[config.mk]
export PLATFORM = sky130hd
export DESIGN_NAME = ir_ac_remote_frame_encoder
export DESIGN_NICKNAME = d
export VERILOG_FILES = /design/src/rtl/acr_pkg.sv /design/src/rtl/acr_settings.sv /design/src/rtl/acr_emitter.sv /design/src/rtl/ir_ac_remote_frame_encoder.sv
export SDC_FILE = /design/constraint.sdc
export NUM_CORES = 1
export LEC_CHECK = 0
export BUFFER_PORTS_ARGS = -buffer_cell sky130_fd_sc_hd__buf_4
export CAP_MARGIN = 20
export CORE_MARGIN = 3
export CORE_UTILIZATION = 63
export DETAILED_ROUTE_END_ITERATION = 8
export PLACE_DENSITY_LB_ADDON = 0.3
export SYNTH_ARGS = -nofsm -noshare
export SYNTH_HDL_FRONTEND = slang
export SYNTH_HIERARCHICAL = 1
export SYNTH_SLANG_ARGS = --single-unit
[constraint.sdc]
create_clock -name clk_i -period 3.85 [get_ports clk_i]
set_input_delay 0.1925 -clock clk_i [delete_from_list [all_inputs] [get_ports clk_i]]
set_output_delay 0.1925 -clock clk_i [all_outputs]
set_load 0.01 [all_outputs]
[src/rtl/acr_pkg.sv]
package acr_pkg;

  // Key commands
  localparam logic [3:0] CMD_TEMP   = 4'd0;
  localparam logic [3:0] CMD_MODE   = 4'd1;
  localparam logic [3:0] CMD_FAN    = 4'd2;
  localparam logic [3:0] CMD_TIMER  = 4'd3;
  localparam logic [3:0] CMD_POWER  = 4'd4;
  localparam logic [3:0] CMD_ECO    = 4'd5;
  localparam logic [3:0] CMD_SWUD   = 4'd6;
  localparam logic [3:0] CMD_SWLR   = 4'd7;
  localparam logic [3:0] CMD_ANTIBL = 4'd8;

  // Symbol kinds
  localparam logic [1:0] SYM_LEAD = 2'd0;
  localparam logic [1:0] SYM_DATA = 2'd1;
  localparam logic [1:0] SYM_STOP = 2'd2;

  // Frame constants
  localparam logic [7:0] A_SET      = 8'hB2;
  localparam logic [7:0] A_AUX      = 8'hB9;
  localparam logic [7:0] B_AUX      = 8'hAF;
  localparam logic [7:0] B_OFF      = 8'hDE;
  localparam logic [7:0] C_OFF      = 8'h07;
  localparam logic [7:0] C_ECO_ON   = 8'h24;
  localparam logic [7:0] C_ECO_OFF  = 8'hA4;
  localparam logic [7:0] C_SWUD_ON  = 8'h20;
  localparam logic [7:0] C_SWUD_OFF = 8'hA0;
  localparam logic [7:0] C_SWLR_ON  = 8'hE0;
  localparam logic [7:0] C_SWLR_OFF = 8'h10;
  localparam logic [7:0] C_ANTI_ON  = 8'hDA;
  localparam logic [7:0] C_ANTI_OFF = 8'h3A;
  localparam logic [7:0] D_HEAD     = 8'hAB;
  localparam logic [7:0] HALF_CODE  = 8'h04;

  // Symbol index of the final symbol for each transmission length
  localparam logic [4:0] LAST_LONG  = 5'd23;
  localparam logic [4:0] LAST_SHORT = 5'd15;

  localparam logic [5:0] TIMER_DEPTH = 6'd50;

  // b_high, b_low, c_high per timer half-hour count
  localparam logic [11:0] TIMER_TAB [50] = '{
    12'h850, 12'h850, 12'hC50, 12'hA50, 12'hE50, 12'h950, 12'hD50, 12'hB50,
    12'hF50, 12'h8D0, 12'hCD0, 12'hAD0, 12'hED0, 12'h9D0, 12'hDD0, 12'hBD0,
    12'hFD0, 12'h858, 12'hC58, 12'hA58, 12'hE58, 12'hE58, 12'hD58, 12'hD58,
    12'hF58, 12'hF58, 12'hCD8, 12'hCD8, 12'hED8, 12'hED8, 12'hDD8, 12'hDD8,
    12'hFD8, 12'hFD8, 12'hC54, 12'hC54, 12'hE54, 12'hE54, 12'hD54, 12'hD54,
    12'hF54, 12'hF54, 12'hCD4, 12'hCD4, 12'hED4, 12'hED4, 12'hDD4, 12'hDD4,
    12'hFD4, 12'hFD4
  };

  typedef struct packed {
    logic [3:0] cmd;
    logic [5:0] value;
  } in_t;

  typedef struct packed {
    logic [1:0] symbol_kind;
    logic [7:0] data_byte;
    logic       msb_first;
    logic       last;
  } out_t;

  // Everything the emitter needs to play one transmission
  typedef struct packed {
    logic       long_send;
    logic [7:0] a;
    logic [7:0] b;
    logic [7:0] c;
    logic [7:0] c_inv;
    logic [7:0] fan_code;
    logic [7:0] half_code;
    logic [7:0] check_code;
  } desc_t;

  typedef struct packed {
    logic       ok;
    logic [3:0] b_low;
    logic [7:0] code;
    logic [7:0] chk_whole;
    logic [7:0] chk_half;
  } fan_ent_t;

  function automatic fan_ent_t fan_lookup(logic [2:0] sel);
    fan_ent_t e;
    e = '{ok: 1'b1, b_low: 4'hD, code: 8'h66, chk_whole: 8'hDC, chk_half: 8'hDA};
    case (sel)
      3'd0: e = '{ok: 1'b1, b_low: 4'hD, code: 8'h66, chk_whole: 8'hDC, chk_half: 8'hDA};
      3'd1: e = '{ok: 1'b1, b_low: 4'hF, code: 8'h28, chk_whole: 8'h97, chk_half: 8'h90};
      3'd2: e = '{ok: 1'b1, b_low: 4'h9, code: 8'h14, chk_whole: 8'h97, chk_half: 8'hB8};
      3'd3: e = '{ok: 1'b1, b_low: 4'hA, code: 8'h3C, chk_whole: 8'h88, chk_half: 8'h8C};
      3'd4: e = '{ok: 1'b1, b_low: 4'hC, code: 8'h0A, chk_whole: 8'hA4, chk_half: 8'hA2};
      3'd5: e = '{ok: 1'b1, b_low: 4'hC, code: 8'h26, chk_whole: 8'hDC, chk_half: 8'hDA};
      default: e.ok = 1'b0;
    endcase
    return e;
  endfunction

  // Temperature code for whole degrees 17..30; ok low outside that span
  function automatic logic [4:0] temp_lookup(logic [4:0] whole);
    logic [4:0] r;
    r = 5'h00;
    case (whole)
      5'd17: r = {1'b1, 4'h0};
      5'd18: r = {1'b1, 4'h8};
      5'd19: r = {1'b1, 4'hC};
      5'd20: r = {1'b1, 4'h4};
      5'd21: r = {1'b1, 4'h6};
      5'd22: r = {1'b1, 4'hE};
      5'd23: r = {1'b1, 4'hA};
      5'd24: r = {1'b1, 4'h2};
      5'd25: r = {1'b1, 4'h3};
      5'd26: r = {1'b1, 4'hB};
      5'd27: r = {1'b1, 4'h9};
      5'd28: r = {1'b1, 4'h1};
      5'd29: r = {1'b1, 4'h5};
      5'd30: r = {1'b1, 4'hD};
      default: r = 5'h00;
    endcase
    return r;
  endfunction

endpackage

[src/rtl/acr_settings.sv]
module acr_settings (
  input  logic          clk_i,
  input  logic          rst_ni,
  input  logic          accept_i,
  input  acr_pkg::in_t  item_i,
  output logic          load_o,
  output acr_pkg::desc_t desc_o
);

  logic [5:0] temp_q, temp_d;
  logic       half_q, half_d;
  logic [2:0] fan_q, fan_d;
  logic [3:0] bh_q, bh_d, bl_q, bl_d, ch_q, ch_d, cl_q, cl_d;
  logic [7:0] fanc_q, fanc_d, halfc_q, halfc_d, chk_q, chk_d;

  logic [5:0]        tv;
  logic [4:0]        tcode;
  logic [2:0]        fan_sat;
  acr_pkg::fan_ent_t ft_keep, ft_new;
  logic [11:0]       tmr;
  logic [3:0]        frame_ch;
  logic              on;
  logic              timer_send;
  logic [7:0]        c_full;

  assign on      = item_i.value[0];
  assign tv      = (item_i.cmd == acr_pkg::CMD_TEMP) ? item_i.value : temp_q;
  assign tcode   = acr_pkg::temp_lookup(tv[5:1]);
  assign fan_sat = (item_i.value > 6'd7) ? 3'd7 : item_i.value[2:0];
  assign ft_keep = acr_pkg::fan_lookup(fan_q);
  assign ft_new  = acr_pkg::fan_lookup(fan_sat);
  assign tmr     = acr_pkg::TIMER_TAB[item_i.value];

  // Update the kept settings and build the transmission descriptor
  always_comb begin
    temp_d = temp_q; half_d = half_q; fan_d = fan_q;
    bh_d = bh_q; bl_d = bl_q; ch_d = ch_q; cl_d = cl_q;
    fanc_d = fanc_q; halfc_d = halfc_q; chk_d = chk_q;
    frame_ch   = ch_q;
    timer_send = 1'b0;
    load_o     = 1'b0;
    desc_o     = '0;
    c_full     = '0;
    desc_o.long_send = 1'b1;
    case (item_i.cmd)
      acr_pkg::CMD_TEMP, acr_pkg::CMD_POWER: begin
        if (item_i.cmd == acr_pkg::CMD_TEMP || on) begin
          if (item_i.cmd == acr_pkg::CMD_POWER) bh_d = 4'hF;
          temp_d  = tv;
          half_d  = tv[0];
          halfc_d = tv[0] ? acr_pkg::HALF_CODE : 8'h00;
          if (ft_keep.ok) begin
            bl_d   = ft_keep.b_low;
            fanc_d = ft_keep.code;
            chk_d  = tv[0] ? ft_keep.chk_half : ft_keep.chk_whole;
          end
          if (tcode[4]) cl_d = tcode[3:0];
        end else begin
          desc_o.long_send = 1'b0;
        end
        load_o = 1'b1;
      end
      acr_pkg::CMD_MODE: begin
        bh_d = 4'hF;
        case (item_i.value)
          6'd0: begin ch_d = 4'h1; bl_d = 4'h8; end
          6'd1: begin ch_d = 4'h0; bl_d = 4'hB; end
          6'd2: begin ch_d = 4'h3; bl_d = 4'hB; end
          6'd3: begin ch_d = 4'h2; bl_d = 4'h8; end
          6'd4: begin ch_d = 4'h2; bl_d = 4'hB; cl_d = 4'h7; end
          default: ;
        endcase
        frame_ch = ch_d;
        load_o   = 1'b1;
      end
      acr_pkg::CMD_FAN: begin
        fan_d = fan_sat;
        bh_d  = 4'hF;
        if (ft_new.ok) begin
          bl_d   = ft_new.b_low;
          fanc_d = ft_new.code;
          chk_d  = half_q ? ft_new.chk_half : ft_new.chk_whole;
        end
        load_o = 1'b1;
      end
      acr_pkg::CMD_TIMER: begin
        // C high nibble applies to this transmission only
        if (item_i.value < acr_pkg::TIMER_DEPTH) begin
          bh_d     = tmr[11:8];
          bl_d     = tmr[7:4];
          frame_ch = tmr[3:0];
        end
        timer_send = 1'b1;
        load_o     = 1'b1;
      end
      acr_pkg::CMD_ECO, acr_pkg::CMD_SWUD, acr_pkg::CMD_SWLR,
      acr_pkg::CMD_ANTIBL: begin
        desc_o.long_send = 1'b0;
        load_o           = 1'b1;
      end
      default: begin
        load_o = 1'b0;
      end
    endcase

    // Frame bytes
    if (desc_o.long_send) begin
      c_full       = {frame_ch, cl_d};
      desc_o.a     = acr_pkg::A_SET;
      desc_o.b     = {bh_d, bl_d};
      desc_o.c     = c_full;
      desc_o.c_inv = timer_send ? 8'hFF : ~c_full;
    end else begin
      desc_o.a = acr_pkg::A_AUX;
      desc_o.b = acr_pkg::B_AUX;
      case (item_i.cmd)
        acr_pkg::CMD_ECO:    desc_o.c = on ? acr_pkg::C_ECO_ON  : acr_pkg::C_ECO_OFF;
        acr_pkg::CMD_SWUD:   desc_o.c = on ? acr_pkg::C_SWUD_ON : acr_pkg::C_SWUD_OFF;
        acr_pkg::CMD_SWLR:   desc_o.c = on ? acr_pkg::C_SWLR_ON : acr_pkg::C_SWLR_OFF;
        acr_pkg::CMD_ANTIBL: desc_o.c = on ? acr_pkg::C_ANTI_ON : acr_pkg::C_ANTI_OFF;
        default: begin
          desc_o.a = acr_pkg::A_SET;
          desc_o.b = acr_pkg::B_OFF;
          desc_o.c = acr_pkg::C_OFF;
        end
      endcase
      desc_o.c_inv = ~desc_o.c;
    end
    desc_o.fan_code   = fanc_d;
    desc_o.half_code  = halfc_d;
    desc_o.check_code = chk_d;
  end

  // Hold the settings; advance on each accepted beat
  always_ff @(posedge clk_i or negedge rst_ni) begin
    if (!rst_ni) begin
      temp_q  <= 6'd52;
      half_q  <= 1'b0;
      fan_q   <= 3'd0;
      bh_q    <= 4'd15;
      bl_q    <= 4'd0;
      ch_q    <= 4'd1;
      cl_q    <= 4'd11;
      fanc_q  <= 8'd102;
      halfc_q <= 8'd0;
      chk_q   <= 8'd220;
    end else if (accept_i) begin
      temp_q  <= temp_d;
      half_q  <= half_d;
      fan_q   <= fan_d;
      bh_q    <= bh_d;
      bl_q    <= bl_d;
      ch_q    <= ch_d;
      cl_q    <= cl_d;
      fanc_q  <= fanc_d;
      halfc_q <= halfc_d;
      chk_q   <= chk_d;
    end
  end

endmodule

[src/rtl/acr_emitter.sv]
module acr_emitter (
  input  logic           clk_i,
  input  logic           rst_ni,
  input  logic           load_i,
  input  acr_pkg::desc_t desc_i,
  output logic           ready_o,
  output logic           busy_o,
  output logic           out_valid_o,
  input  logic           out_stall_i,
  output acr_pkg::out_t  out_data_o
);

  acr_pkg::desc_t desc_q;
  logic           busy_q;
  logic [4:0]     cnt_q;
  logic           out_valid_q;
  acr_pkg::out_t  out_q, sym;
  logic           adv, last_sym;
  logic [1:0]     frm;
  logic [2:0]     pos;

  assign adv      = busy_q && (!out_valid_q || !out_stall_i);
  assign last_sym = desc_q.long_send ? (cnt_q == acr_pkg::LAST_LONG)
                                     : (cnt_q == acr_pkg::LAST_SHORT);
  assign ready_o  = !busy_q || (adv && last_sym);
  assign busy_o   = busy_q;
  assign frm      = cnt_q[4:3];
  assign pos      = cnt_q[2:0];

  // Build the symbol at the current index
  always_comb begin
    sym             = '0;
    sym.last        = last_sym;
    sym.symbol_kind = acr_pkg::SYM_DATA;
    case (pos)
      3'd0: sym.symbol_kind = acr_pkg::SYM_LEAD;
      3'd7: sym.symbol_kind = acr_pkg::SYM_STOP;
      default: begin
        if (frm == 2'd2) begin
          case (pos)
            3'd1:    sym.data_byte = acr_pkg::D_HEAD;
            3'd2:    sym.data_byte = desc_q.fan_code;
            3'd3:    sym.data_byte = desc_q.half_code;
            3'd6:    sym.data_byte = desc_q.check_code;
            default: sym.data_byte = 8'h00;
          endcase
        end else begin
          case (pos)
            3'd1:    begin sym.data_byte = desc_q.a;  sym.msb_first = 1'b1; end
            3'd2:    begin sym.data_byte = ~desc_q.a; sym.msb_first = 1'b1; end
            3'd3:    sym.data_byte = desc_q.b;
            3'd4:    sym.data_byte = ~desc_q.b;
            3'd5:    sym.data_byte = desc_q.c;
            default: sym.data_byte = desc_q.c_inv;
          endcase
        end
      end
    endcase
  end

  // Load a new transmission or step through the current one
  always_ff @(posedge clk_i or negedge rst_ni) begin
    if (!rst_ni) begin
      busy_q <= 1'b0;
      cnt_q  <= '0;
    end else if (load_i) begin
      busy_q <= 1'b1;
      cnt_q  <= '0;
    end else if (adv && last_sym) begin
      busy_q <= 1'b0;
    end else if (adv) begin
      cnt_q <= cnt_q + 5'd1;
    end
  end

  always_ff @(posedge clk_i) begin
    if (load_i) desc_q <= desc_i;
  end

  // Output register: fill on advance, drop once the beat is taken
  always_ff @(posedge clk_i or negedge rst_ni) begin
    if (!rst_ni) begin
      out_valid_q <= 1'b0;
    end else if (adv) begin
      out_valid_q <= 1'b1;
    end else if (!out_stall_i) begin
      out_valid_q <= 1'b0;
    end
  end

  always_ff @(posedge clk_i) begin
    if (adv) out_q <= sym;
  end

  assign out_valid_o = out_valid_q;
  assign out_data_o  = out_q;

endmodule

[src/rtl/ir_ac_remote_frame_encoder.sv]
// The key beat is registered into the emitter's descriptor; its symbols then pass through the output register.
// Throughput: one symbol per cycle while the output is not stalled; 24 symbols for long
// transmissions, 16 for short ones, none for unknown commands.
// The next key is taken during the cycle the final symbol leaves the emitter.
// Reset (async, active low) restores the default settings and empties the output.
module ir_ac_remote_frame_encoder (
  input  logic          clk_i,
  input  logic          rst_ni,
  input  logic          in_valid_i,
  output logic          in_stall_o,
  input  acr_pkg::in_t  in_data_i,
  output logic          out_valid_o,
  input  logic          out_stall_i,
  output acr_pkg::out_t out_data_o
);

  logic           accept, load, ready, busy;
  acr_pkg::desc_t desc;

  assign in_stall_o = !ready;
  assign accept     = in_valid_i && !in_stall_o;

  acr_settings u_settings (
    .clk_i    (clk_i),
    .rst_ni   (rst_ni),
    .accept_i (accept),
    .item_i   (in_data_i),
    .load_o   (load),
    .desc_o   (desc)
  );

  acr_emitter u_emitter (
    .clk_i       (clk_i),
    .rst_ni      (rst_ni),
    .load_i      (accept && load),
    .desc_i      (desc),
    .ready_o     (ready),
    .busy_o      (busy),
    .out_valid_o (out_valid_o),
    .out_stall_i (out_stall_i),
    .out_data_o  (out_data_o)
  );

  // A known command starts a transmission on the next cycle
  a_start: assert property (@(posedge clk_i) disable iff (!rst_ni)
    accept && load |=> busy)
    else $error("transmission did not start");

  // Symbol kind is never the unused code
  a_kind: assert property (@(posedge clk_i) disable iff (!rst_ni)
    out_valid_o |-> out_data_o.symbol_kind <= acr_pkg::SYM_STOP)
    else $error("bad symbol kind");

  // Lead and stop symbols carry no byte and no bit-order flag
  a_nondata: assert property (@(posedge clk_i) disable iff (!rst_ni)
    out_valid_o && out_data_o.symbol_kind != acr_pkg::SYM_DATA |->
      out_data_o.data_byte == 8'h00 && !out_data_o.msb_first)
    else $error("non-data symbol carries payload");

  // A stalled output holds its whole symbol while a transmission is in progress
  a_hold: assert property (@(posedge clk_i) disable iff (!rst_ni)
    out_valid_o && out_stall_i && busy |=> $stable(out_data_o))
    else $error("stalled symbol changed");

endmodule

==> impl_metrics.py <==
metrics = {
    "clock_network": {
        "ctsLongestPathBuffers": 2,
        "tritoncts": "built",
        "cts_root_buf": "clkbuf_16",
        "post_cts_buffers": 0,
        "cts_num_sinks": 125,
        "htree_levels": 4,
        "worstSkewPairLatency_ns": 0.42,
        "numCtsBuffers": 17,
        "cts_resized": 0,
        "clk_pin_slew_ns": 0.06,
    },
    "timing": {
        "relSlewSlack": 0.422,
        "rsz0062_at_grt": "no",
        "tightest_slew_ns": 0.862,
        "hold_viol_final": 0,
        "fmaxAchievable_mhz": 331,
        "fin_crit_ns": 3.02,
        "finalCritPeriodShare": 0.784,
        "slew_viol_final": 0,
        "setup_viol": 0,
        "skew_ns": 0.00868,
        "setup_tns_ns": 0,
        "fin_hold_ws_ns": 0.0247,
    },
    "logic_synthesis": {
        "yosysSeqAreaShare": 0.456,
        "ys_warn_count": 6,
        "yosysMostFrequentCell": "nand2_1",
        "synthTopCellsByCount": "76 x nand2_1, 69 x edfxtp_1, 61 x nor2_1",
        "synth_cell_type_count": 99,
        "syn_inst": 793,
        "synth_area_leader_cell": "edfxtp_1",
        "async_flop_share": 0.448,
        "synth_area_um2": 7680,
        "synthTopCellsByArea": "edfxtp_1 27%, dfrtp_1 12%, dfstp_2 6.8%",
        "synth_seq_cells": 125,
        "synth-main-ff-cell": "edfxtp_1",
        "syn_avg_cell_area_um2": 9.68,
        "synth_top_area_share": 0.270,
        "synth_enable_flop_cells": 69,
    },
    "placement": {
        "placed_cell_area_um2": 7840,
        "hpwl_um": 13900,
        "portBuffers": 27,
        "gp_congestion": 0.958,
    },
    "die": {
        "row_count": 39,
        "die_y_um": 116,
        "fp.dieArea_um2": 13500,
        "core_area_um2": 11700,
        "die-width_um": 116,
        "start_util": 0.658,
        "ioPinCount": 28,
    },
    "worst_setup_path": {
        "rr_endpoint": "u_settings/temp_q[3]$_DFFE_PN0P_",
        "end_kind": "flop",
        "cp-start-kind": "input pin",
        "r2r_cells": 7,
        "path_cells": "buf_4 > nor4_4 > mux2i_1 > inv_1 > ha_1 > and3_1 > nor4b_1 > o21ai_4 > a211o_1 > and3_1",
        "path_max_fanout": 22,
        "crit_end": "u_emitter/desc_q[34]$_DFFE_PP_",
        "critical_path_arrival_ns": 3.19,
        "worstSetupPathType": "in2reg",
        "crit_start": "in_data_i[9]",
        "reg2reg_slack_ns": 1.04,
        "crit_buf_inv": 2,
        "critical_path.max_stage_delay_ns": 0.56,
        "cp_data_required_time_ns": 4.03,
        "worstSetupPathDepth": 10,
        "r2r-start": "u_emitter/cnt_q[4]$_DFFE_PN0P_",
        "path_common_cell": "and3_1",
        "cpLargestDelayFamily": "simple AND/OR/NAND/NOR gates",
        "critical-path-slowest-cell": "nor4b_1",
    },
    "routing": {
        "drcViolationCount": 0,
        "wirelength_um": 19700,
        "first_pass_iters": 6,
        "ant_nets": 0,
        "wl_per_cell_um": 20.9,
        "vias": 6317,
        "viasPerCell": 6.70,
        "dr.first_iter.drc_count": 818,
    },
    "worst_hold_path": {
        "hold_class": "in2reg",
    },
    "layout": {
        "layout.nets": 818,
        "antenna_cells": 0,
        "drive_gt1_frac": 0.163,
        "nFillCells": 846,
        "final_cell_area_um2": 8420,
        "final_util": 0.722,
        "area_growth_pct": 9.68,
    },
    "power_and_ir_drop": {
        "leakagePower_nw": 3.20,
        "power_density_nw_per_um2": 654,
        "ir_drop_mv": 0.459,
    },
    "status": {
        "outcome": "completed",
    },
    "global_route": {
        "grt_antenna_before_repair": 0,
        "grt_pass1_wl_um": 30900,
        "grt_pass1_vias": 5764,
        "grt_usage": 0.300,
        "grt_overflow": 0,
        "grt_max_degree": 57,
    },
    "job": {
        "maxCapViolations": 0,
    },
}
## placed cells by master (no fill, tap or decap), drive strengths merged, types with 6 or more instances in the layout
master  count
mux2i      21
a21oi      48
inv        26
and3        6
nor4        7
o21ai      58
o211ai      7
a211oi     17
dfstp      20
and2       18
nand2      76
o21a        8
nor3b       7
edfxtp     69
or3         7
nand3      30
buf        35
a31oi      16
nor2       62
clkbuf     18
dfrtp      36
ha         17
nand2b     15
mux2       16
o22ai      17
nor2b      17
nor3       10
## metrics by stage
step	cells	total power, mW	worst slack (ns)
after detailed placement	910	3.96	0.466
after CTS	943	5.50	0.900
final	943	5.51	0.832
after global placement	910	3.90	0.685
after floorplan	796	3.40	0.534
after global routing	943	5.82	0.664
## layer usage
layer,global-route usage,up-vias,wire (um)
met5,0,-,0
met4,0.128,0,684
met3,0.0741,51,1590
met2,0.460,321,9060
met1,0.410,3017,8370
li1,-,2928,-
## power by group
group	leakage [nW]	switching (mW)	internal (mW)
logic	1.63	1.16	0.739
registers	1.29	0.250	1.82
clock network	0.274	0.620	0.916
## worst min path at each step
stage / startpoint / to / depth (start not counted)
5_1_grt: out_stall_i / u_emitter/out_valid_o$_DFFE_PN0P_ / 3
3_5_place_dp: rst_ni / u_emitter/out_valid_o$_DFFE_PN0P_ / 1
4_1_cts: out_stall_i / u_emitter/out_valid_o$_DFFE_PN0P_ / 3
2_1_floorplan: rst_ni / u_emitter/busy_o$_DFFE_PN0P_ / 0
6_report: out_stall_i / u_emitter/out_valid_o$_DFFE_PN0P_ / 3
3_3_place_gp: rst_ni / u_emitter/out_valid_o$_DFFE_PN0P_ / 1
## repair_timing
| action | 4_1_cts | 5_1_grt |
|---|---|---|
| endpoints found under the setup margin | 0 | 0 |
| endpoints found under the hold margin | 36 | 0 |
| hold buffers | 1 | 0 |
## tightest hold or removal path: cells and delay by family
family | cells | cell delay (ns)
and+or+nand+nor | 2 | 0.12
buffers and inverters | 1 | 0.09
## kinds of logic after synthesis
| logic type | count (synthesis) | share of synthesized area |
|---|---|---|
| AND/OR/NAND/NOR | 284 | 0.198 |
| AO/OA/AOI/OAI | 236 | 0.208 |
| flip-flops | 125 | 0.456 |
| buffers and inverters | 85 | 0.0502 |
| multiplexers | 37 | 0.0513 |
| adder cells (fa/ha/maj) | 18 | 0.0290 |
| XOR/XNOR | 6 | 0.00685 |
| other | 2 | 0.000978 |
## registers in the layout (all words and copies together) (netlist names), 5 cells and up
name	count
u_emitter/out_data_o	12
u_settings/halfc_q	8
u_emitter/cnt_q	5
u_settings/chk_q	8
u_settings/fanc_q	8
u_settings/temp_q	6
u_emitter/desc_q	57
## cell type report
class / instances / area, um2 / share of cell area
clock buffers: 18 / 439 / 0.0522
clock inverters: 14 / 134 / 0.0159
inverters: 21 / 78.8 / 0.00936
multi-input cells: 586 / 3800 / 0.452
flip-flops and latches: 125 / 3500 / 0.416
well taps: 143 / 179 / 0.0213
repair buffers: 36 / 285 / 0.0339
(Power assumes the default switching activity.)
